File: src/rtl/tcr_pkg.sv
package tcr_pkg;

  localparam int CW   = 16;           // coordinate width
  localparam int DW   = CW + 1;       // edge vector component width
  localparam int AW   = 2 * DW;       // doubled signed area width
  localparam int LW   = 2 * DW - 1;   // squared edge length width
  localparam int MW   = 2 * DW - 1;   // area magnitude width
  localparam int HW   = (LW + 1) / 2; // low split of a length for the first product
  localparam int QW   = 2 * MW + 2;   // divisor 4*D^2 width
  localparam int PW   = 3 * LW;       // numerator product width
  localparam int QB   = 64;           // quotient bits kept
  localparam int RB   = QB / 2;       // root bits
  localparam int SRW  = RB + 2;       // root remainder width

  typedef struct packed {
    logic [CW-1:0] ax;
    logic [CW-1:0] ay;
    logic [CW-1:0] bx;
    logic [CW-1:0] by_coord;
    logic [CW-1:0] cx;
    logic [CW-1:0] cy;
  } coord_t;

  typedef struct packed {
    logic deg;
    logic ovf;
  } flags_t;

  typedef struct packed {
    flags_t        flags;
    logic [QW-1:0] rem;
    logic [QB-1:0] nq;   // numerator bits out at the top, quotient bits in at the bottom
    logic [QW-1:0] q;
  } dstep_t;

  typedef struct packed {
    flags_t         flags;
    logic [SRW-1:0] rem;
    logic [RB-1:0]  root;
    logic [QB-1:0]  x;
  } sstep_t;

endpackage

File: src/rtl/tcr_div_step.sv
module tcr_div_step
  import tcr_pkg::*;
(
  input  logic   clk,
  input  logic   rst,
  input  logic   en,
  input  logic   vin,
  input  dstep_t din,
  output logic   vout,
  output dstep_t dout
);

  logic [QW:0] r2;
  logic [QW:0] diff;
  logic        ge;

  assign r2   = {din.rem, din.nq[QB-1]};
  assign diff = r2 - {1'b0, din.q};
  assign ge   = (r2 >= {1'b0, din.q});

  always_ff @(posedge clk) begin
    if (rst) begin
      vout <= 1'b0;
    end else if (en) begin
      vout <= vin;
    end
  end

  always_ff @(posedge clk) begin
    if (en) begin
      dout.flags <= din.flags;
      dout.rem   <= ge ? diff[QW-1:0] : r2[QW-1:0];
      dout.nq    <= {din.nq[QB-2:0], ge};
      dout.q     <= din.q;
    end
  end

endmodule

File: config.mk
export PLATFORM = sky130hd
export DESIGN_NAME = tcr_div_step
export DESIGN_NICKNAME = d
export VERILOG_FILES = /design/src/rtl/tcr_pkg.sv /design/src/rtl/tcr_div_step.sv
export SDC_FILE = /design/constraint.sdc
export NUM_CORES = 1
export LEC_CHECK = 0
export BUFFER_PORTS_ARGS = -buffer_cell sky130_fd_sc_hd__buf_2
export CAP_MARGIN = 40
export CORE_UTILIZATION = 40
export CTS_BUF_LIST = sky130_fd_sc_hd__clkbuf_8
export CTS_CLUSTER_DIAMETER = 150
export DETAILED_ROUTE_END_ITERATION = 10
export PLACE_DENSITY = 0.67
export RECOVER_POWER = 25
export SLEW_MARGIN = 20
export SYNTH_ARGS = -nofsm -noshare
export SYNTH_HDL_FRONTEND = slang
export SYNTH_SLANG_ARGS = --single-unit
File: constraint.sdc
create_clock -name clk -period 9 [get_ports clk]
set_clock_uncertainty 0.05 [all_clocks]
set_input_delay 0.9 -clock clk [delete_from_list [all_inputs] [get_ports clk]]
set_output_delay 0.9 -clock clk [all_outputs]
set_load 0.05 [all_outputs]
==> results of run 1 <==
## layer usage
layer	vias to the layer above	track usage, %	part of all wire, %
met5	-	0	0.035
met4	2	6.54	2.1
met3	50	4.70	6.9
met2	362	39.3	49
met1	4564	28.5	42
li1	4749	-	-
## stage by stage
| stage | total power, W | hold WS, ns | std cells | worst slack [ns] |
|---|---|---|---|---|
| after global routing | 0.00306 | 0.452 | 1882 | 4.43 |
| after global placement | 0.00211 | 0.420 | 1813 | 4.23 |
| final | 0.00292 | 0.439 | 1882 | 4.74 |
| after floorplan | 0.00186 | 0.683 | 1063 | 5.30 |
| after CTS | 0.00296 | 0.447 | 1882 | 4.74 |
| after detailed placement | 0.00212 | 0.431 | 1814 | 4.15 |
## layout by cell type (no fill, tap or decap), types with 24 or more instances in the layout
cell / n
nor2_1: 43
xnor2_1: 31
edfxtp_1: 202
nand2_1: 123
nand4_1: 24
buf_2: 378
a21oi_1: 95
o21ai_0: 97
inv_1: 107
clkbuf_8: 38
clkbuf_1: 29
ha_1: 68
## cell type report
cell class / instances / share of cell area, %
multi-input cells: 723 / 32.5
clock buffers: 38 / 3.65
well taps: 378 / 3.30
inverters: 98 / 2.57
flip-flops and latches: 203 / 42.5
repair buffers: 412 / 14.4
clock inverters: 30 / 1.13
## cell families (layout without fill, tap and decap cells)
kind of cell,count (synthesis),count (layout)
AO/OA/AOI/OAI,318,318
buffers and inverters,137,578
XOR/XNOR,54,54
adder cells (fa/ha/maj),69,69
multiplexers,4,4
AND/OR/NAND/NOR,278,278
flip-flops,203,203
## state kept, by name (all words and copies together), names as in the netlist
signal  cells
vout        1
dout      202
## path summary, 6_finish.rpt
kind	from	endpoint
min	vout$_SDFFE_PP0P_	vout$_SDFFE_PP0P_
min reg2reg	vout$_SDFFE_PP0P_	vout$_SDFFE_PP0P_
max reg2reg	vout$_SDFFE_PP0P_	vout$_SDFFE_PP0P_
max	din[1]	dout[147]$_DFFE_PP_
## critical path, stage by stage
cell and delay, ns:
clkbuf_1 0.16, inv_1 0.06, ha_1 0.31, nor2b_1 0.15, o31a_1 0.28, o31a_1 0.30, o2111ai_2 0.23, nand2_2 0.13
a211oi_4 0.35, a21oi_2 0.16, a31oi_4 0.18, buf_4 0.56, inv_2 0.30, mux2_4 0.36
## report_power, final
part           internal [W]  total [W]  switching [W]
combinational      0.000241   0.000910       0.000669
clock              0.000425   0.000824       0.000398
sequential          0.00116    0.00119      0.0000253
total               0.00183    0.00292        0.00109
==> results.toml, run 1 <==
[status]
status = "finished, final reports clean"

[clock_network]
cts_tree = "yes"
cts_hold_buffers = 0
cts_root_buf = "clkbuf_8"
clock_latency_ns = 0.51
clk_pin_slew_ns = 0.06
cts_setup_buffers = 0
htree_levels = 2
cts_resized = 0
clockBufferDepth = 3
cts-buffers-inserted = 38
clock_sinks = 203

[yosys]
ys_seq_area_share_pct = 53.8
yosys_register_bits = 203
synth-simple-area-share_pct = 11.6
ys_warn_count = 0
async_flop_share_pct = 0
synthAdderAreaFrac_pct = 7.70
ys_types = 66
synth.top_cell.area_share_pct = 53.7
yosys.area.top_type = "edfxtp_1"
syn_area_sq_um = 11300
synth_xor_area_share_pct = 4.18
synth_top_family_by_area = "compound AO/OA/AOI/OAI gates"
yosys_most_used_dff = "edfxtp_1"
synth-edff-count = 202
synth.area.top_cells = "edfxtp_1 54%, ha_1 7.5%, o21ai_0 4.3%"
yosysMostFrequentCell = "edfxtp_1"
synth.cells.most_frequent = "202 x edfxtp_1, 123 x nand2_1, 97 x inv_1, 97 x o21ai_0, 95 x a21oi_1"
syn_area_per_cell_sq_um = 10.6
synthMuxAreaShare_pct = 0.398
syn_inst = 1063
synth_compound_area_share_pct = 17.3
syn_nets = 1338

[floorplan]
design.die.area_sq_um = 28900
start_util_pct = 40.7
die_h_microns = 170
fp.dieW_microns = 170
coreArea_sq_um = 27800
io_pins = 409
num_rows = 61

[layout]
multi_input_area_sq_um = 4660
fillCellCount = 2691
fin_util_pct = 51.6
areaGrowthSynthToFinish_pct = 26.8
nets = 1751
diodes = 0
stdcell_area_sq_um = 14300
layout-drive-gt1-share_pct = 29.6
register_area_sq_um = 6090

[place]
gp_congestion = 0.873
io_buffers = 408
post_dp_cell_area_sq_um = 13700
dp_hpwl_microns = 26700

[worst_setup_path]
critPathLaunchType = "input port"
cp_max_fo = 75
regToRegSetupSlack_ns = 8.37
worst-endpoint-required_ns = 9.24
path_class = "input port to register"
cp-end-kind = "register"
reg2regPathDepth = 2
cp.arrival_ns = 4.50

[sta]
max_slew_margin_pct = 35.8
timing.final.crit_share_pct = 47.4
hold_viol = 0
finalSetupTns_ns = 0
maxSlewViolCount = 0
fmax_mhz = 234
fin_crit_ns = 4.26
setup_viol = 0
worstMarginPinSlew_ns = 0.964
rsz0062_at_grt = "false"

[pwr]
pwr_density_cell_nw_per_um2 = 204
max-vdd-ir-drop_mv = 0.118
leakage_nw = 6.28

[route]
wl_per_cell_microns = 18.2
drtIter0Drc = 631
first_pass_iters = 5
num_vias = 9727
wl_microns = 34200
ant_nets = 0
drc = 0
vias_per_cell = 5.17

[min_path]
min-delay-path-class = "register to register"
worstHoldPathCells = 2

[global_route]
grt_overflow = 0
grtUsageTotal_pct = 22.7
grt_max_degree = 120
grt_pass1_vias = 9364
grt_pass1_wl_microns = 50600
antenna_found_initial = 1

[run]
max_cap_violations = 0
Power figures use the tool's default switching activity.
==> run 2: changes to the inputs <==
Settings changed: PLACE_DENSITY 0.67 to 0.69.
Clock period 9 ns to 3.46 ns, I/O delays scaled along.
==> run 2 against run 1 <==
  * The flow now finishes with violations (capacitance limit, slew limit)
  * Core utilization increased by 8.2 points
  * Sequential power rose to 2.6 times the previous value
  * Combinational power grew to 3.0 times the previous value
  * Design area rose by 16%
  * Global-route usage grew 2.7 points
  * Wire length up 17%
  * Cell count up 12%
  * Sequential share of layout area fell by 5.8 points
  * Highest routed layer unchanged
==> results.toml, run 2 (synthesis results as in run 1) <==
[route]
num_vias = 10900
drc = 0
drtIter0Drc = 858
first_pass_iters = 6
ant_nets = 0
wl_per_cell_microns = 19.0
wl_microns = 40000
vias_per_cell = 5.20

[worst_setup_path]
crit_slowest_cell = "dlygate4sd3_1"
r2r_end = "vout$_SDFFE_PP0P_"
path_class = "input port to register"
r2r_start = "vout$_SDFFE_PP0P_"
cp-end-kind = "register"
regToRegSetupSlack_ns = 2.25
worst-endpoint-required_ns = 3.71
critPathLaunchType = "input port"
worstSetupEndpoint = "dout[199]$_DFFE_PP_"
crit_start = "din[7]"
cp.arrival_ns = 3.69
cp_max_fo = 7
crit_chain = "dlygate4sd3_1 -> buf_2 -> inv_1 -> ha_1 -> nand4_1 -> a21oi_1 -> o31a_1 -> buf_4 -> o2111ai_1 -> a211o_1 -> a21oi_2 -> nand4bb_1 -> nand3_1 -> xnor2_1 -> o21ai_0"
reg2regPathDepth = 3
cpPeakStageDelay_ns = 0.53

[sta]
max_slew_margin_pct = -57.9
finalSetupTns_ns = 0
hold_viol = 0
fmax_mhz = 291
fin_crit_ns = 3.44
setup_viol = 0
maxSlewViolCount = 86
timing.final.crit_share_pct = 99.3
worstMarginPinSlew_ns = 2.37

[layout]
areaGrowthSynthToFinish_pct = 47.0
largest_reg_flops = 202
layout_common_cells = "356 x buf_2, 202 x edfxtp_1, 131 x dlygate4sd3_1, 122 x nand2_1, 105 x inv_1"
layout-drive-gt1-share_pct = 31.5
largest_register = "dout"
final_common_cell = "buf_2"
nets = 1970
top_regs = "dout (202), vout (1)"

[clock_network]
clk_pin_slew_ns = 0.06
cts-buffers-inserted = 37
htree_levels = 2
cts_root_buf = "clkbuf_8"
clockBufferDepth = 3
clock_sinks = 203
clock_latency_ns = 0.51
cts_tree = "yes"

[floorplan]
io_pins = 409
start_util_pct = 40.7
design.die.area_sq_um = 28900
die_h_microns = 170
fp.dieW_microns = 170
num_rows = 61
coreArea_sq_um = 27800

[pwr]
max-vdd-ir-drop_mv = 0.347
pwr_density_cell_nw_per_um2 = 480
p_total_w = 0.00798
leakage_nw = 7.31

[global_route]
grtUsageTotal_pct = 25.5
antenna_found_initial = 5
grt_overflow = 0
grt_max_degree = 88
grt_pass1_vias = 10800
grt_pass1_wl_microns = 57000

[status]
violations = "capacitance limit, slew limit"
status = "complete, but fails checks"

[place]
gp_congestion = 0.917
dp_hpwl_microns = 27500
io_buffers = 408

[min_path]
min-delay-start = "din[171]"
min-delay-path-class = "input port to register"

[run]
max_cap_violations = 1
[run 2: worst max-delay path: cells and delay by family]
family,cells,cell delay (ns)
compound gates,6,1.52
simple gates,3,0.46
xor+xnor,1,0.07
buf+inv,4,0.85
fa+ha+maj,1,0.44
[run 2: how the worst min path moves through the flow]
stage	slack, ns	cells past startpoint	to
floorplan	0.37	1	vout$_SDFFE_PP0P_
global placement	0.42	2	vout$_SDFFE_PP0P_
detailed placement	0.43	2	vout$_SDFFE_PP0P_
CTS	0.02	3	dout[172]$_DFFE_PP_
global route	0.04	3	dout[176]$_DFFE_PP_
finish	0.05	3	dout[172]$_DFFE_PP_
[run 2: routing by layer]
metal	track usage (%)	share of wire [%]	wire length, microns
met2	44.0	50	19800
met1	30.5	39	15700
met5	0	0.073	29
met3	6.26	7.7	3100
met4	9.79	3.4	1380
[run 2: area by class of cell]
type	count	area [sq um]
fillers	2366	11200
inverters	98	373
multi-input cells	723	4790
well taps	378	473
repair buffers	632	4210
clock inverters	26	146
flip-flops and latches	203	6090
clock buffers	38	523
diodes	3	7.51
[run 2: timing repair]
action	in CTS	in global routing
setup buffers	0	7
endpoints found under the setup margin	0	66
endpoints found under the hold margin	133	0
resized for setup	0	51
hold buffers	134	0
[run 2: per-stage QoR]
step | cells | cell area [sq um] | worst slack (ns) | hold WS, ns | util (%)
CTS | 2087 | 16300 | 0.0141 | 0.0201 | 58.7
finish | 2101 | 16600 | 0.0229 | 0.0547 | 59.8
detailed placement | 1889 | 14300 | -0.167 | 0.432 | 51.4
floorplan | 1063 | 11300 | 0.315 | 0.368 | -
global route | 2101 | 16600 | -0.107 | 0.0422 | 59.8
global placement | 1889 | 14300 | -0.0919 | 0.421 | 51.4
[run 2: where the power goes]
part,switching (W),total (W),internal [W]
clock network,0.00106,0.00216,0.00110
registers,0.0000803,0.00311,0.00303
logic,0.00184,0.00271,0.000863
==> run 3: changes to the inputs <==
Settings changed: ABC_CLOCK_PERIOD_IN_PS set to 3500, PLACE_DENSITY 0.69 to 0.67.
Clock period 3.46 ns to 3.5 ns, I/O delays scaled along.
==> run 3 against run 2 <==
  * The run still ends with capacitance limit, slew limit left
  * Sequential power decreased by 1%
  * Worst hold slack is essentially flat
  * Core utilization fell by 0.86 points
  * Critical endpoint is now dout[171]$_DFFE_PP_
  * Highest routed layer unchanged
==> results.toml, run 3 (synthesis results as in run 1) <==
[status]
status = "complete, but fails checks"
violations = "capacitance limit, slew limit"

[route]
ant_nets = 0
wl_met2_microns = 18500
drtIter0Drc = 684
drc = 0
first_pass_iters = 5
wl_met3_microns = 2550
wl_per_cell_microns = 18.1
dr.max_layer_used = "met5"
routedLengthMet1_microns = 15500
wl_microns = 37600
vias_per_cell = 5.11
num_vias = 10600

[layout]
top_regs = "dout (202), vout (1)"
largest_reg_flops = 202
diodes = 0
largest_register = "dout"
layout_common_cells = "358 x buf_2, 202 x edfxtp_1, 134 x dlygate4sd3_1, 123 x nand2_1, 105 x inv_1"
final_common_cell = "buf_2"
areaGrowthSynthToFinish_pct = 44.9
final_cells = 2076
nets = 1946
layout-drive-gt1-share_pct = 30.0

[pwr]
clock_power_share_pct = 28.3
seqPwrFrac_pct = 38.8
swShare_pct = 36.5
pwr_density_cell_nw_per_um2 = 483
internal-power_w = 0.00502
max-vdd-ir-drop_mv = 0.302
leakage_nw = 7.15
pwr-share-comb_pct = 32.9
p_switching_w = 0.00289

[worst_setup_path]
worst-endpoint-required_ns = 3.72
path_class = "input port to register"
cpPeakStageDelay_ns = 0.54
cp-end-kind = "register"
cp.arrival_ns = 3.65
regToRegSetupSlack_ns = 2.28
r2r_start = "vout$_SDFFE_PP0P_"
critPathLaunchType = "input port"
cp_max_fo = 16
crit_slowest_cell = "dlygate4sd3_1"
crit_chain = "dlygate4sd3_1 -> buf_2 -> inv_2 -> ha_4 -> a211o_1 -> o31a_1 -> o2111ai_2 -> nand2_2 -> a211oi_4 -> a21oi_4 -> a31oi_4 -> buf_8 -> buf_12 -> clkbuf_16 -> o21ai_0"
reg2regPathDepth = 3
r2r_end = "vout$_SDFFE_PP0P_"

[place]
placed_cells = 1867
dp_slack_ns = -0.150
dp_hpwl_microns = 27000
gp_congestion = 0.901
io_buffers = 408

[sta]
hold_viol = 0
maxSlewViolCount = 104
max_slew_margin_pct = -87.0
timing.final.crit_share_pct = 98.0
worstMarginPinSlew_ns = 2.80
fmax_mhz = 292
hold_ws_ns = 0.0544
worst_slack_ns = 0.0707
setup_viol = 0
fin_crit_ns = 3.43

[clock_network]
cts_root_buf = "clkbuf_8"
clk_pin_slew_ns = 0.06
cts_tree = "yes"
cts-buffers-inserted = 39
clock_sinks = 203
htree_levels = 2
clock_latency_ns = 0.52
clockBufferDepth = 3

[floorplan]
coreArea_sq_um = 27800
fp.dieW_microns = 170
num_rows = 61
die_h_microns = 170
design.die.area_sq_um = 28900
start_util_pct = 40.7
io_pins = 409

[min_path]
min-delay-start = "din[194]"
worstHoldEndpoint = "dout[195]$_DFFE_PP_"
worstHoldPathCells = 3
min-delay-path-class = "input port to register"

[global_route]
grtUsageTotal_pct = 24.6
grt_pass1_wl_microns = 55000
antenna_found_initial = 2
grt_max_degree = 106
grt_pass1_vias = 10500
grt_overflow = 0

[run]
max_cap_violations = 1
==> run 3: what timing repair did <==
action | CTS | global route
resized for setup | 0 | 36
hold endpoints to repair | 134 | 0
setup endpoints to repair | 0 | 68
setup buffers | 0 | 5
hold buffers | 135 | 0
==> run 3: how the worst max path moves through the flow <==
stage               slack [ns]  startpoint  cells past startpoint                  end
floorplan                 0.35      din[6]                     14  dout[147]$_DFFE_PP_
global placement         -0.07    din[131]                     16  dout[196]$_DFFE_PP_
detailed placement       -0.15      din[0]                     15  dout[196]$_DFFE_PP_
CTS                       0.03      din[4]                     16  dout[196]$_DFFE_PP_
global route             -0.03     din[14]                     16  dout[173]$_DFFE_PP_
finish                    0.07      din[6]                     15  dout[171]$_DFFE_PP_
==> run 3: power by group through the flow <==
stage | Sequential, W | Clock, W | Combinational [W]
CTS | 0.00306 | 0.00230 | 0.00254
global placement | 0.00311 | 0 | 0.00240
detailed placement | 0.00311 | 0 | 0.00241
global route | 0.00309 | 0.00241 | 0.00277
floorplan | 0.00401 | 0 | 0.000774
finish | 0.00307 | 0.00224 | 0.00260
==> run 3: area by class of cell <==
cell class | count | area [sq um]
timing repair buffer | 606 | 3940
multi-input combinational | 723 | 4780
clock buffer | 40 | 551
inverter | 98 | 368
clock inverter | 28 | 175
sequential | 203 | 6090
fill | 2382 | 11400
tap | 378 | 473
==> run 3: worst max-delay path: cells and delay by family <==
| kind | cells | cell delay (ns) |
|---|---|---|
| AO/OA/AOI/OAI | 7 | 1.70 |
| buffers and inverters | 6 | 1.25 |
| adder cells (fa/ha/maj) | 1 | 0.21 |
| AND/OR/NAND/NOR | 1 | 0.14 |
==> run 3: per-layer routing <==
| layer | vias up | global-route usage (%) |
|---|---|---|
| li1 | 5140 | - |
| met1 | 4972 | 30.1 |
| met2 | 421 | 43.0 |
| met3 | 74 | 5.12 |
| met4 | 4 | 8.03 |
| met5 | - | 0 |
==> run 3: metrics by stage <==
stage	total power (W)	area [sq um]	setup TNS (ns)	utilization, %
final	0.00791	16400	0	58.9
after detailed placement	0.00552	14100	-0.814	50.9
after global routing	0.00827	16400	-0.0600	58.9
after global placement	0.00551	14100	-0.239	50.9
after floorplan	0.00479	11300	0	-
after CTS	0.00790	16200	0	58.4
