## config.mk

```make
export PLATFORM = sky130hd
export DESIGN_NAME = tcr_sqrt_step
export DESIGN_NICKNAME = d
export VERILOG_FILES = /design/src/rtl/tcr_pkg.sv /design/src/rtl/tcr_sqrt_step.sv
export SDC_FILE = /design/constraint.sdc
export NUM_CORES = 1
export LEC_CHECK = 0
export ABC_CLOCK_PERIOD_IN_PS = 2750
export BUFFER_PORTS_ARGS = -buffer_cell sky130_fd_sc_hd__clkbuf_2
export CAP_MARGIN = 20
export CORE_MARGIN = 2
export CORE_UTILIZATION = 44
export DETAILED_ROUTE_END_ITERATION = 16
export PLACE_DENSITY = 0.82
export RECOVER_POWER = 25
export SLEW_MARGIN = 20
export SYNTH_ARGS = -nofsm -noshare
export SYNTH_HDL_FRONTEND = slang
export SYNTH_SLANG_ARGS = --single-unit
```

## constraint.sdc

```tcl
create_clock -name clk -period 2.75 [get_ports clk]
set_input_delay 0.4125 -clock clk [delete_from_list [all_inputs] [get_ports clk]]
set_output_delay 0.4125 -clock clk [all_outputs]
set_load 0.01 [all_outputs]
```

## src/rtl/tcr_pkg.sv

```systemverilog
package tcr_pkg;

  localparam int CW   = 16;           // coordinate width
  localparam int DW   = CW + 1;       // edge vector component width
  localparam int AW   = 2 * DW;       // doubled signed area width
  localparam int LW   = 2 * DW - 1;   // squared edge length width
  localparam int MW   = 2 * DW - 1;   // area magnitude width
  localparam int HW   = (LW + 1) / 2; // low split of a length for the first product
  localparam int QW   = 2 * MW + 2;   // divisor 4*D^2 width
  localparam int PW   = 3 * LW;       // numerator product width
  localparam int QB   = 64;           // quotient bits kept
  localparam int RB   = QB / 2;       // root bits
  localparam int SRW  = RB + 2;       // root remainder width

  typedef struct packed {
    logic [CW-1:0] ax;
    logic [CW-1:0] ay;
    logic [CW-1:0] bx;
    logic [CW-1:0] by_coord;
    logic [CW-1:0] cx;
    logic [CW-1:0] cy;
  } coord_t;

  typedef struct packed {
    logic deg;
    logic ovf;
  } flags_t;

  typedef struct packed {
    flags_t        flags;
    logic [QW-1:0] rem;
    logic [QB-1:0] nq;   // numerator bits out at the top, quotient bits in at the bottom
    logic [QW-1:0] q;
  } dstep_t;

  typedef struct packed {
    flags_t         flags;
    logic [SRW-1:0] rem;
    logic [RB-1:0]  root;
    logic [QB-1:0]  x;
  } sstep_t;

endpackage

```

## src/rtl/tcr_sqrt_step.sv

```systemverilog
module tcr_sqrt_step
  import tcr_pkg::*;
(
  input  logic   clk,
  input  logic   rst,
  input  logic   en,
  input  logic   vin,
  input  sstep_t din,
  output logic   vout,
  output sstep_t dout
);

  logic [SRW+1:0] r4;
  logic [SRW+1:0] t;
  logic [SRW+1:0] diff;
  logic           ge;

  // bring down two bits, try root*4+1
  assign r4   = {din.rem, din.x[QB-1:QB-2]};
  assign t    = {2'b00, din.root, 2'b01};
  assign diff = r4 - t;
  assign ge   = (r4 >= t);

  always_ff @(posedge clk) begin
    if (rst) begin
      vout <= 1'b0;
    end else if (en) begin
      vout <= vin;
    end
  end

  always_ff @(posedge clk) begin
    if (en) begin
      dout.flags <= din.flags;
      dout.rem   <= ge ? diff[SRW-1:0] : r4[SRW-1:0];
      dout.root  <= {din.root[RB-2:0], ge};
      dout.x     <= {din.x[QB-3:0], 2'b00};
    end
  end

endmodule
```

==> results by stage, run 1 <==
Detailed routing:
- The highest metal layer with signal wires is met4.
- The routed length on met1 is approximately 6600 microns.
- Summed over all nets, wire length on met3 after detailed routing comes to ~1700 microns.
- In the final routed layout, each cell accounts on average for ~18 microns.
- For this block, the initial DRC count from the detailed router was approximately 380.
- The final antenna-violating net count is 0.
- The residual DRC count is 0.
- The detailed router placed ~5300 vias in this run.
- The first TritonRoute pass finished after 5 iterations.
- Summed over all nets, wire length on met2 after detailed routing comes to about 9500 microns.
- Wires add up to around 18000 microns.
- The post-detailed-route via-to-cell ratio is around 5.1.

STA:
- Setup violations remaining at the end of the flow were counted as 0.
- Setup repair after global routing could not meet its margin everywhere.
- For the final database, setup skew stands at 0 ns.
- The ratio of final minimum period to clock period is between 90% and 100%.
- The worst hold margin is around 0.15 ns.
- The count of final max-slew check failures was 0.
- The final worst slack is ~0.20 ns.
- The clock period could shrink to between 2 and 3 ns.
- Timing would allow up to ~0.39 GHz.
- The final number of hold-violating endpoints was 0.

Setup path:
- For the worst setup path, the data arrival time is approximately 2.7 ns.
- The critical path class is input port to flop.
- At the worst endpoint, the required time is 2.92 ns.
- The maximum fanout encountered on the critical timing path is 22.
- The worst setup path is launched from an input port.
- In this run the register-to-register setup slack is roughly 2.1 ns.
- The kind of end point of the critical path is a flop.

CTS:
- The clock latency of the later-clocked register in the worst-skew pair is roughly 0.42 ns.
- Clock tree synthesis selected as its root buffer the cell sky130_fd_sc_hd__clkbuf_16.
- In this run, post-CTS repair resized a total of 0 instances.
- The quantity of hold-fixing buffers added after cts is 0.
- The total clock sinks is ~130.
- The post-CTS setup-driven buffer insertion count is 0.
- The deepest level of the CTS H-tree is 4.
- After clock tree synthesis, the clock-pin slew on the worst setup and hold paths is 0.06 ns.
- TritonCTS built the clock tree.
- The buffer levels on the longest clock path is 2.
- TritonCTS created 17 clock buffers.

Synthesis:
- Sequential cells were found to cover around 62% of the synthesized design area.
- The number of flip-flops and latches in the synthesized netlist is between 100 and 150.
- After synthesis, the cell types taking the most area are sky130_fd_sc_hd__edfxtp_1 62%, sky130_fd_sc_hd__ha_1 6.7%, sky130_fd_sc_hd__nand2_1 2.9%.
- The synthesized design contains 130 enable-type register cells.
- The post-synthesis instance total is about 500.
- Of all flip-flops after synthesis, the portion carrying an async set or reset was 0%.
- In this run the cell area of the synthesized design comes to 0.00631 sq mm.
- The synthesized netlist contains 58 unique library cells.
- The average instance in the mapped netlist occupies around 13 sq um.
- The count of warnings emitted by yosys is 0.
- The share of Yosys cell area claimed by the top area cell type is about three fifths.
- The synthesized design spends more area on one cell type than any other, namely sky130_fd_sc_hd__edfxtp_1.
- The prevailing post-synth register cell is sky130_fd_sc_hd__edfxtp_1.

Global route:
- The total overflow left after global routing is 0.
- The global-route wire length before repair is ~27000 microns.
- The via count of the first global-routing pass is approximately 5200.
- The global-route total usage across every layer is 23.7%.
- The maximum number of pins on one net before global-route repair is 48.
- The initial antenna violation count is 0.

Pwr:
- Dividing total power by cell area gives a power density of ~670 mW/mm^2.
- The peak supply drop is approximately 0.35 mV.
- For this design the static power due to leakage is 4.19 nW.

Cells and area:
- The net count of the finished layout is 1020.
- From synthesis to final layout, the design area changed by 42.4%.
- Measured on the finished design, the core utilization comes to ~65%.
- The fraction of layout instances using a drive strength above 1 is a little over two fifths.
- The number of antenna diodes in the final layout is 0.

Die:
- For this design the top-level I/O count stands at approximately 270.
- The die covers around 0.015 sq mm.
- The height of the die is approximately 120 microns.
- The total area inside the core boundary comes to 0.0139 sq mm.
- The width of the die is roughly 120 microns.
- The initial standard-cell utilization of the core is 45.3%.
- The number of placement rows is 43.

Place:
- The detailed placer's ending HPWL is 14300 microns.
- The number of buffers inserted by port buffering is about 270.
- At the end of routability-driven placement, the weighted congestion stood at 0.881.
- OpenSTA, run right after detailed placement, puts the worst setup slack at -0.249 ns.

Flow run:
- Across the run, the number of max-cap violations was 0.

Min path:
- The class of the tightest hold or removal check is input port to flop.

Outcome:
- The flow ran to the end, and the final reports show no timing, DRC or antenna violations.
==> layout make-up <==
type                       count  area (sq um)
clock buffer                  18           429
clock inverter                14           179
fill                        1113          4940
inverter                      42           158
multi-input combinational    313          2170
sequential                   131          3920
tap                          180           225
timing repair buffer         345          1910
==> stage by stage <==
| stage | total power, mW | TNS, ns | instance area, sq um | instances |
|---|---|---|---|---|
| global route | 6.25 | -0.0483 | 8990 | 1043 |
| global placement | 3.70 | -4.58 | 8420 | 1011 |
| CTS | 6.05 | 0 | 9020 | 1043 |
| detailed placement | 3.73 | -6.45 | 8420 | 1011 |
| floorplan | 3.11 | -0.0119 | 6320 | 500 |
| finish | 6.01 | 0 | 8990 | 1043 |
==> critical path: stages <==
cell and delay, ns:
sky130_fd_sc_hd__clkbuf_2 0.10, sky130_fd_sc_hd__inv_1 0.05, sky130_fd_sc_hd__ha_1 0.33, sky130_fd_sc_hd__a21o_1 0.21
sky130_fd_sc_hd__o41ai_1 0.33, sky130_fd_sc_hd__buf_4 0.17, sky130_fd_sc_hd__o211ai_1 0.13, sky130_fd_sc_hd__a211oi_1 0.28
sky130_fd_sc_hd__o21a_2 0.28, sky130_fd_sc_hd__buf_4 0.29, sky130_fd_sc_hd__o21ai_1 0.13
==> placed cells by master (no fill, tap or decap), types with 3 or more instances in the layout <==
cell / count
sky130_fd_sc_hd__a21o_1: 21
sky130_fd_sc_hd__a21oi_1: 26
sky130_fd_sc_hd__a31oi_1: 5
sky130_fd_sc_hd__and2_1: 6
sky130_fd_sc_hd__and3_1: 9
sky130_fd_sc_hd__buf_4: 78
sky130_fd_sc_hd__bufinv_16: 3
sky130_fd_sc_hd__clkbuf_1: 25
sky130_fd_sc_hd__clkbuf_16: 17
sky130_fd_sc_hd__clkbuf_2: 241
sky130_fd_sc_hd__clkinv_4: 4
sky130_fd_sc_hd__edfxtp_1: 130
sky130_fd_sc_hd__ha_1: 34
sky130_fd_sc_hd__inv_1: 41
sky130_fd_sc_hd__mux2_1: 3
sky130_fd_sc_hd__mux2i_1: 4
sky130_fd_sc_hd__nand2_1: 48
sky130_fd_sc_hd__nand2b_1: 6
sky130_fd_sc_hd__nand3_1: 4
sky130_fd_sc_hd__nand4_1: 7
sky130_fd_sc_hd__nor2_1: 15
sky130_fd_sc_hd__nor3_1: 8
sky130_fd_sc_hd__o211ai_1: 3
sky130_fd_sc_hd__o21ai_0: 12
sky130_fd_sc_hd__o21ai_1: 31
sky130_fd_sc_hd__o31ai_1: 3
sky130_fd_sc_hd__o41ai_1: 3
sky130_fd_sc_hd__xnor2_1: 12
sky130_fd_sc_hd__xor2_1: 16
==> synthesized netlist by cell type, types with 2 or more instances <==
cell / instances
sky130_fd_sc_hd__o221ai_1: 2
sky130_fd_sc_hd__buf_2: 6
sky130_fd_sc_hd__xnor2_1: 12
sky130_fd_sc_hd__edfxtp_1: 130
sky130_fd_sc_hd__nor2b_1: 2
sky130_fd_sc_hd__a31o_1: 2
sky130_fd_sc_hd__a21oi_1: 26
sky130_fd_sc_hd__inv_1: 41
sky130_fd_sc_hd__and3_1: 9
sky130_fd_sc_hd__buf_4: 3
sky130_fd_sc_hd__nor3_1: 8
sky130_fd_sc_hd__a21o_1: 21
sky130_fd_sc_hd__a21boi_0: 2
sky130_fd_sc_hd__o41ai_1: 3
sky130_fd_sc_hd__a31oi_1: 5
sky130_fd_sc_hd__nand4_1: 7
sky130_fd_sc_hd__a311oi_4: 2
sky130_fd_sc_hd__ha_1: 34
sky130_fd_sc_hd__o211ai_1: 3
sky130_fd_sc_hd__o31ai_1: 3
sky130_fd_sc_hd__nand2b_1: 6
sky130_fd_sc_hd__nand2_1: 48
sky130_fd_sc_hd__o31a_1: 2
sky130_fd_sc_hd__nand3_1: 4
sky130_fd_sc_hd__nor2_1: 15
sky130_fd_sc_hd__o21ai_1: 31
sky130_fd_sc_hd__and2_1: 6
sky130_fd_sc_hd__xor2_1: 16
sky130_fd_sc_hd__clkbuf_1: 5
sky130_fd_sc_hd__o21ai_0: 12
sky130_fd_sc_hd__mux2i_1: 4
sky130_fd_sc_hd__mux2_1: 3
==> final timing paths <==
kind	from	to	cells past startpoint
worst max-delay path	din[71]	dout[110]	11
worst max register to register	vout	vout	2
worst min register to register	vout	vout	2
worst min-delay path	rst	vout	2
==> sequential cells by signal, summed over array words and instances, names as in the netlist <==
name  count
dout    130
vout      1
==> power breakdown <==
group | total [mW] | internal [mW] | switching, mW
Combinational | 1.19 | 0.544 | 0.642
Clock | 2.32 | 1.44 | 0.882
Sequential | 2.51 | 2.44 | 0.0626
Total | 6.01 | 4.42 | 1.59
==> per-layer routing <==
| layer | up-vias | track usage, % |
|---|---|---|
| li1 | 2561 | - |
| met1 | 2506 | 25.1 |
| met2 | 231 | 43.2 |
| met3 | 33 | 7.78 |
| met4 | 0 | 9.66 |
| met5 | - | 0 |
==> logic make-up after synthesis <==
kind of cell	after synthesis	synth area share, %
flops	131	62.1
other cells	1	0.0594
mux	7	1.17
xor+xnor	28	3.88
fa+ha+maj	34	6.74
simple gates	113	8.70
buf+inv	56	3.63
compound gates	129	13.7
(Power assumes the default switching activity.)
==> run 2, diff against run 1 <==
--- a/config.mk
+++ b/config.mk
@@ -6,12 +6,12 @@
 export NUM_CORES = 1
 export LEC_CHECK = 0
 export ABC_CLOCK_PERIOD_IN_PS = 2750
-export BUFFER_PORTS_ARGS = -buffer_cell sky130_fd_sc_hd__clkbuf_2
 export CAP_MARGIN = 20
 export CORE_MARGIN = 2
-export CORE_UTILIZATION = 44
+export CORE_UTILIZATION = 50
 export DETAILED_ROUTE_END_ITERATION = 16
-export PLACE_DENSITY = 0.82
+export DONT_BUFFER_PORTS = 1
+export PLACE_DENSITY = 0.72
 export RECOVER_POWER = 25
 export SLEW_MARGIN = 20
 export SYNTH_ARGS = -nofsm -noshare
==> run 2 against run 1 <==
Effect of this change:
- critical path type unchanged
- largest power group unchanged
- design area fell by 17%
- clock-buffer cell count grew 6
- highest routed layer unchanged
- worst hold slack worse by 0.079 ns
- first-iteration DRC count decreased by 31%
- combinational power fell by 43%
- sequential share of layout area is 8.7 points higher
- via count down 23%
- non-clock buffer count fell by 289
- cell count is 28% lower
- wire length fell by 19%
- register-to-register slack worse by 0.03 ns
==> results by stage, run 2 (same netlist as run 1, synthesis figures left out) <==
Global route:
- The via count of the first global-routing pass is 4085 (-22%).
- The met1 routing resource usage after global routing is 23.4% (-1.7 points).
- The met2 usage in global routing was 36.9% (-6.3 points).
- After global routing, the most crowded layer is met2.
- The maximum number of pins on one net before global-route repair was 132 (+180%).
- The global route total overflow is 0 (unchanged).
- The global-route total usage across every layer is 21.7% (-2.1 points).
- The met3 usage in global routing is 9.96% (+2.2 points).
- The global-route wire length before repair is 21600 microns (-20%).
- The initial antenna violation count was 0 (unchanged).

Die:
- The initial standard-cell utilization of the core is 50.6% (+5.3 points).
- The number of placement rows is 41 (-4.7%).
- The I/O pin total is 269 (unchanged).
- The height of the die is 116 microns (-6.0%).
- The width of the die was 116 microns (-6.0%).
- The area enclosed by the die boundary is 0.0135 sq mm (-12%).
- The core area came to 0.0125 sq mm (-11%).

Cells and area:
- The final-layout fill cell count is 1003 (-9.9%).
- The end-of-flow core utilization was 60.2% (-4.3 points).
- The fraction of layout instances using a drive strength above 1 is 16.2% (-26 points).
- The largest registers in the layout are dout x130, vout x1.
- Leaving out fill and tap cells, the most frequent cell in the layout is sky130_fd_sc_hd__edfxtp_1.
- The net total in the final layout is 731 (-28%).
- The post-route standard cell area excluding fillers is 0.00750 sq mm (-17%).
- Leaving out fill and tap cells, the most frequent cells in the layout are 130 x sky130_fd_sc_hd__edfxtp_1, 54 x sky130_fd_sc_hd__buf_4, 48 x sky130_fd_sc_hd__nand2_1, 41 x sky130_fd_sc_hd__inv_1, 34 x sky130_fd_sc_hd__ha_1.
- The register area is 0.00392 sq mm (unchanged).
- The area taken by multi-input logic gates came to 0.00217 sq mm (unchanged).
- The antenna diode count is 0 (unchanged).
- More flip-flops sit in one register than any other, and that register is dout.
- The filler-free cell count of the finished design is 746 (-28%).
- The relative area change from synthesis to final layout is 18.9%.
- The flip-flop count of the largest register after layout is 130 (unchanged).

CTS:
- The buffer levels on the longest clock path came to 2 (unchanged).
- The number of buffers inserted during clock tree synthesis is 17 (unchanged).
- The quantity of hold-fixing buffers added after cts was 0 (unchanged).
- The clock transition at the register clock pins on the worst setup and hold paths after CTS is 0.06 ns (about the same).
- TritonCTS built the clock tree.
- The post-CTS setup-driven buffer insertion count is 0 (unchanged).
- The clock latency of the later-clocked register in the worst-skew pair was 0.41 ns (about the same).
- The count of instances resized after the clock tree is built is 0 (unchanged).
- The deepest level of the CTS H-tree is 4 (unchanged).
- The clock root buffer is sky130_fd_sc_hd__clkbuf_16.
- The total clock sinks was 131 (unchanged).

STA:
- The worst hold margin is 0.0705 ns (-0.0794 ns).
- The clock skew after layout is 0 ns (unchanged).
- The final number of hold-violating endpoints came to 0 (unchanged).
- The final setup violation count is 0 (unchanged).
- Setup repair after global routing left no endpoint under its margin.
- The ratio of final minimum period to clock period came to 88.6% (-4.1 points).
- The final worst slack is 0.314 ns (+0.114 ns).
- The final critical path time including I/O delays and setup is 2.44 ns (-0.114 ns).
- The count of final max-slew check failures came to 0 (unchanged).
- The maximum operating frequency was 0.411 GHz (+4.7%).
- The setup TNS is 0 ns (unchanged).

Place:
- The pre-CTS setup slack is -0.116 ns (+0.133 ns).
- The detailed placer's ending HPWL was 11400 microns (-20%).
- The number of buffers inserted by port buffering was 0 (-100%).
- The final weighted congestion of routability-driven global placement was 0.855 (-3.0%).
- The post-placement cell area is 0.00691 sq mm (-18%).
- The number of placed instances, taps included was 714 (-29%).

Detailed routing:
- The final antenna-violating net count is 0 (unchanged).
- The total routed wirelength is 14900 microns (-19%).
- The average wire per cell in the routed design was 20.0 microns (+14%).
- The number of iterations in the first detailed-routing pass was 4 (-1).
- The total via count in the routed design was 4094 (-23%).
- The residual DRC count came to 0 (unchanged).
- The post-detailed-route via-to-cell ratio was 5.49 (+7.4%).
- The number of violations reported at the end of detailed-routing iteration 0 is 263 (-31%).

Pwr:
- The leakage power is 3.04 nW (-27%).
- The proportion of power drawn by combinational gates is 12.2% (-7.5 points).
- The power dissipated by switching net loads is 1.35 mW (-15%).
- The power density over the cells came to 748 mW/mm^2 (+12%).
- The switching share of power is 24.1% (-2.3 points).
- The peak supply drop came to 0.434 mV (+22%).
- The power share of the sequential group is 47.2% (+5.5 points).
- The fraction of power consumed by the clock network came to 40.6% (+2.0 points).
- The internal power component came to 4.26 mW (-3.7%).
- The sum of internal, switching and leakage power is 5.62 mW (-6.5%).

Flow run:
- The count of maximum capacitance violations is 0 (unchanged).

Setup path:
- The endpoint arrival time on the critical path is 2.60 ns (-0.12 ns).
- The kind of end point of the critical path is a flop.
- The maximum fanout encountered on the critical timing path is 4 (-82%).
- The startpoint type of the worst setup path is an input port.
- The critical path class is input port to flop.
- The required time of the critical path is 2.91 ns (about the same).

Outcome:
- The flow ran to the end, and the final reports show no timing, DRC or antenna violations.

Min path:
- The min-delay analysis places its worst path in the category input port to flop.
==> run 2: cell types whose count changed in the layout (fill, tap and decap cells not counted), moves of 2 or more <==
cell                       delta
sky130_fd_sc_hd__clkbuf_2   -241
sky130_fd_sc_hd__clkinv_4     -4
sky130_fd_sc_hd__clkbuf_1    -20
sky130_fd_sc_hd__clkbuf_8     +2
sky130_fd_sc_hd__buf_4       -24
==> run 2: path summary, 6_finish.rpt <==
path	from	end	slack [ns]	cells past startpoint
setup / recovery	din[71]	dout[99]	0.31	9
hold / removal	rst	vout	0.07	1
hold reg to reg	vout	vout	0.57	2
setup reg to reg	vout	vout	2.11	2
==> run 2: layer usage <==
metal,up-vias,wire length (microns)
li1,1973,-
met3,17,1460
met4,0,229
met2,184,7500
met5,-,0
met1,1920,5700
==> run 2: power groups by stage <==
stage	Combinational (mW)	Sequential [mW]	Clock (mW)
after CTS	0.686	2.66	2.32
after floorplan	0.466	2.65	0
after detailed placement	0.681	2.69	0
after global placement	0.669	2.70	0
after global routing	0.771	2.67	2.41
final	0.683	2.65	2.28
==> run 2: cell type report <==
cell class / count / share of cell area (%)
flip-flops and latches: 131 / 52.3
multi-input cells: 313 / 28.9
clock buffers: 24 / 6.29
repair buffers: 56 / 5.94
well taps: 172 / 2.87
inverters: 42 / 2.10
clock inverters: 8 / 1.67
==> run 2: critical path: stages <==
cell,delay (ns)
sky130_fd_sc_hd__inv_1,0.02
sky130_fd_sc_hd__ha_1,0.33
sky130_fd_sc_hd__a21o_1,0.21
sky130_fd_sc_hd__o41ai_1,0.41
sky130_fd_sc_hd__o211ai_1,0.23
sky130_fd_sc_hd__a211oi_1,0.29
sky130_fd_sc_hd__o21a_2,0.20
sky130_fd_sc_hd__buf_4,0.15
sky130_fd_sc_hd__mux2_1,0.33
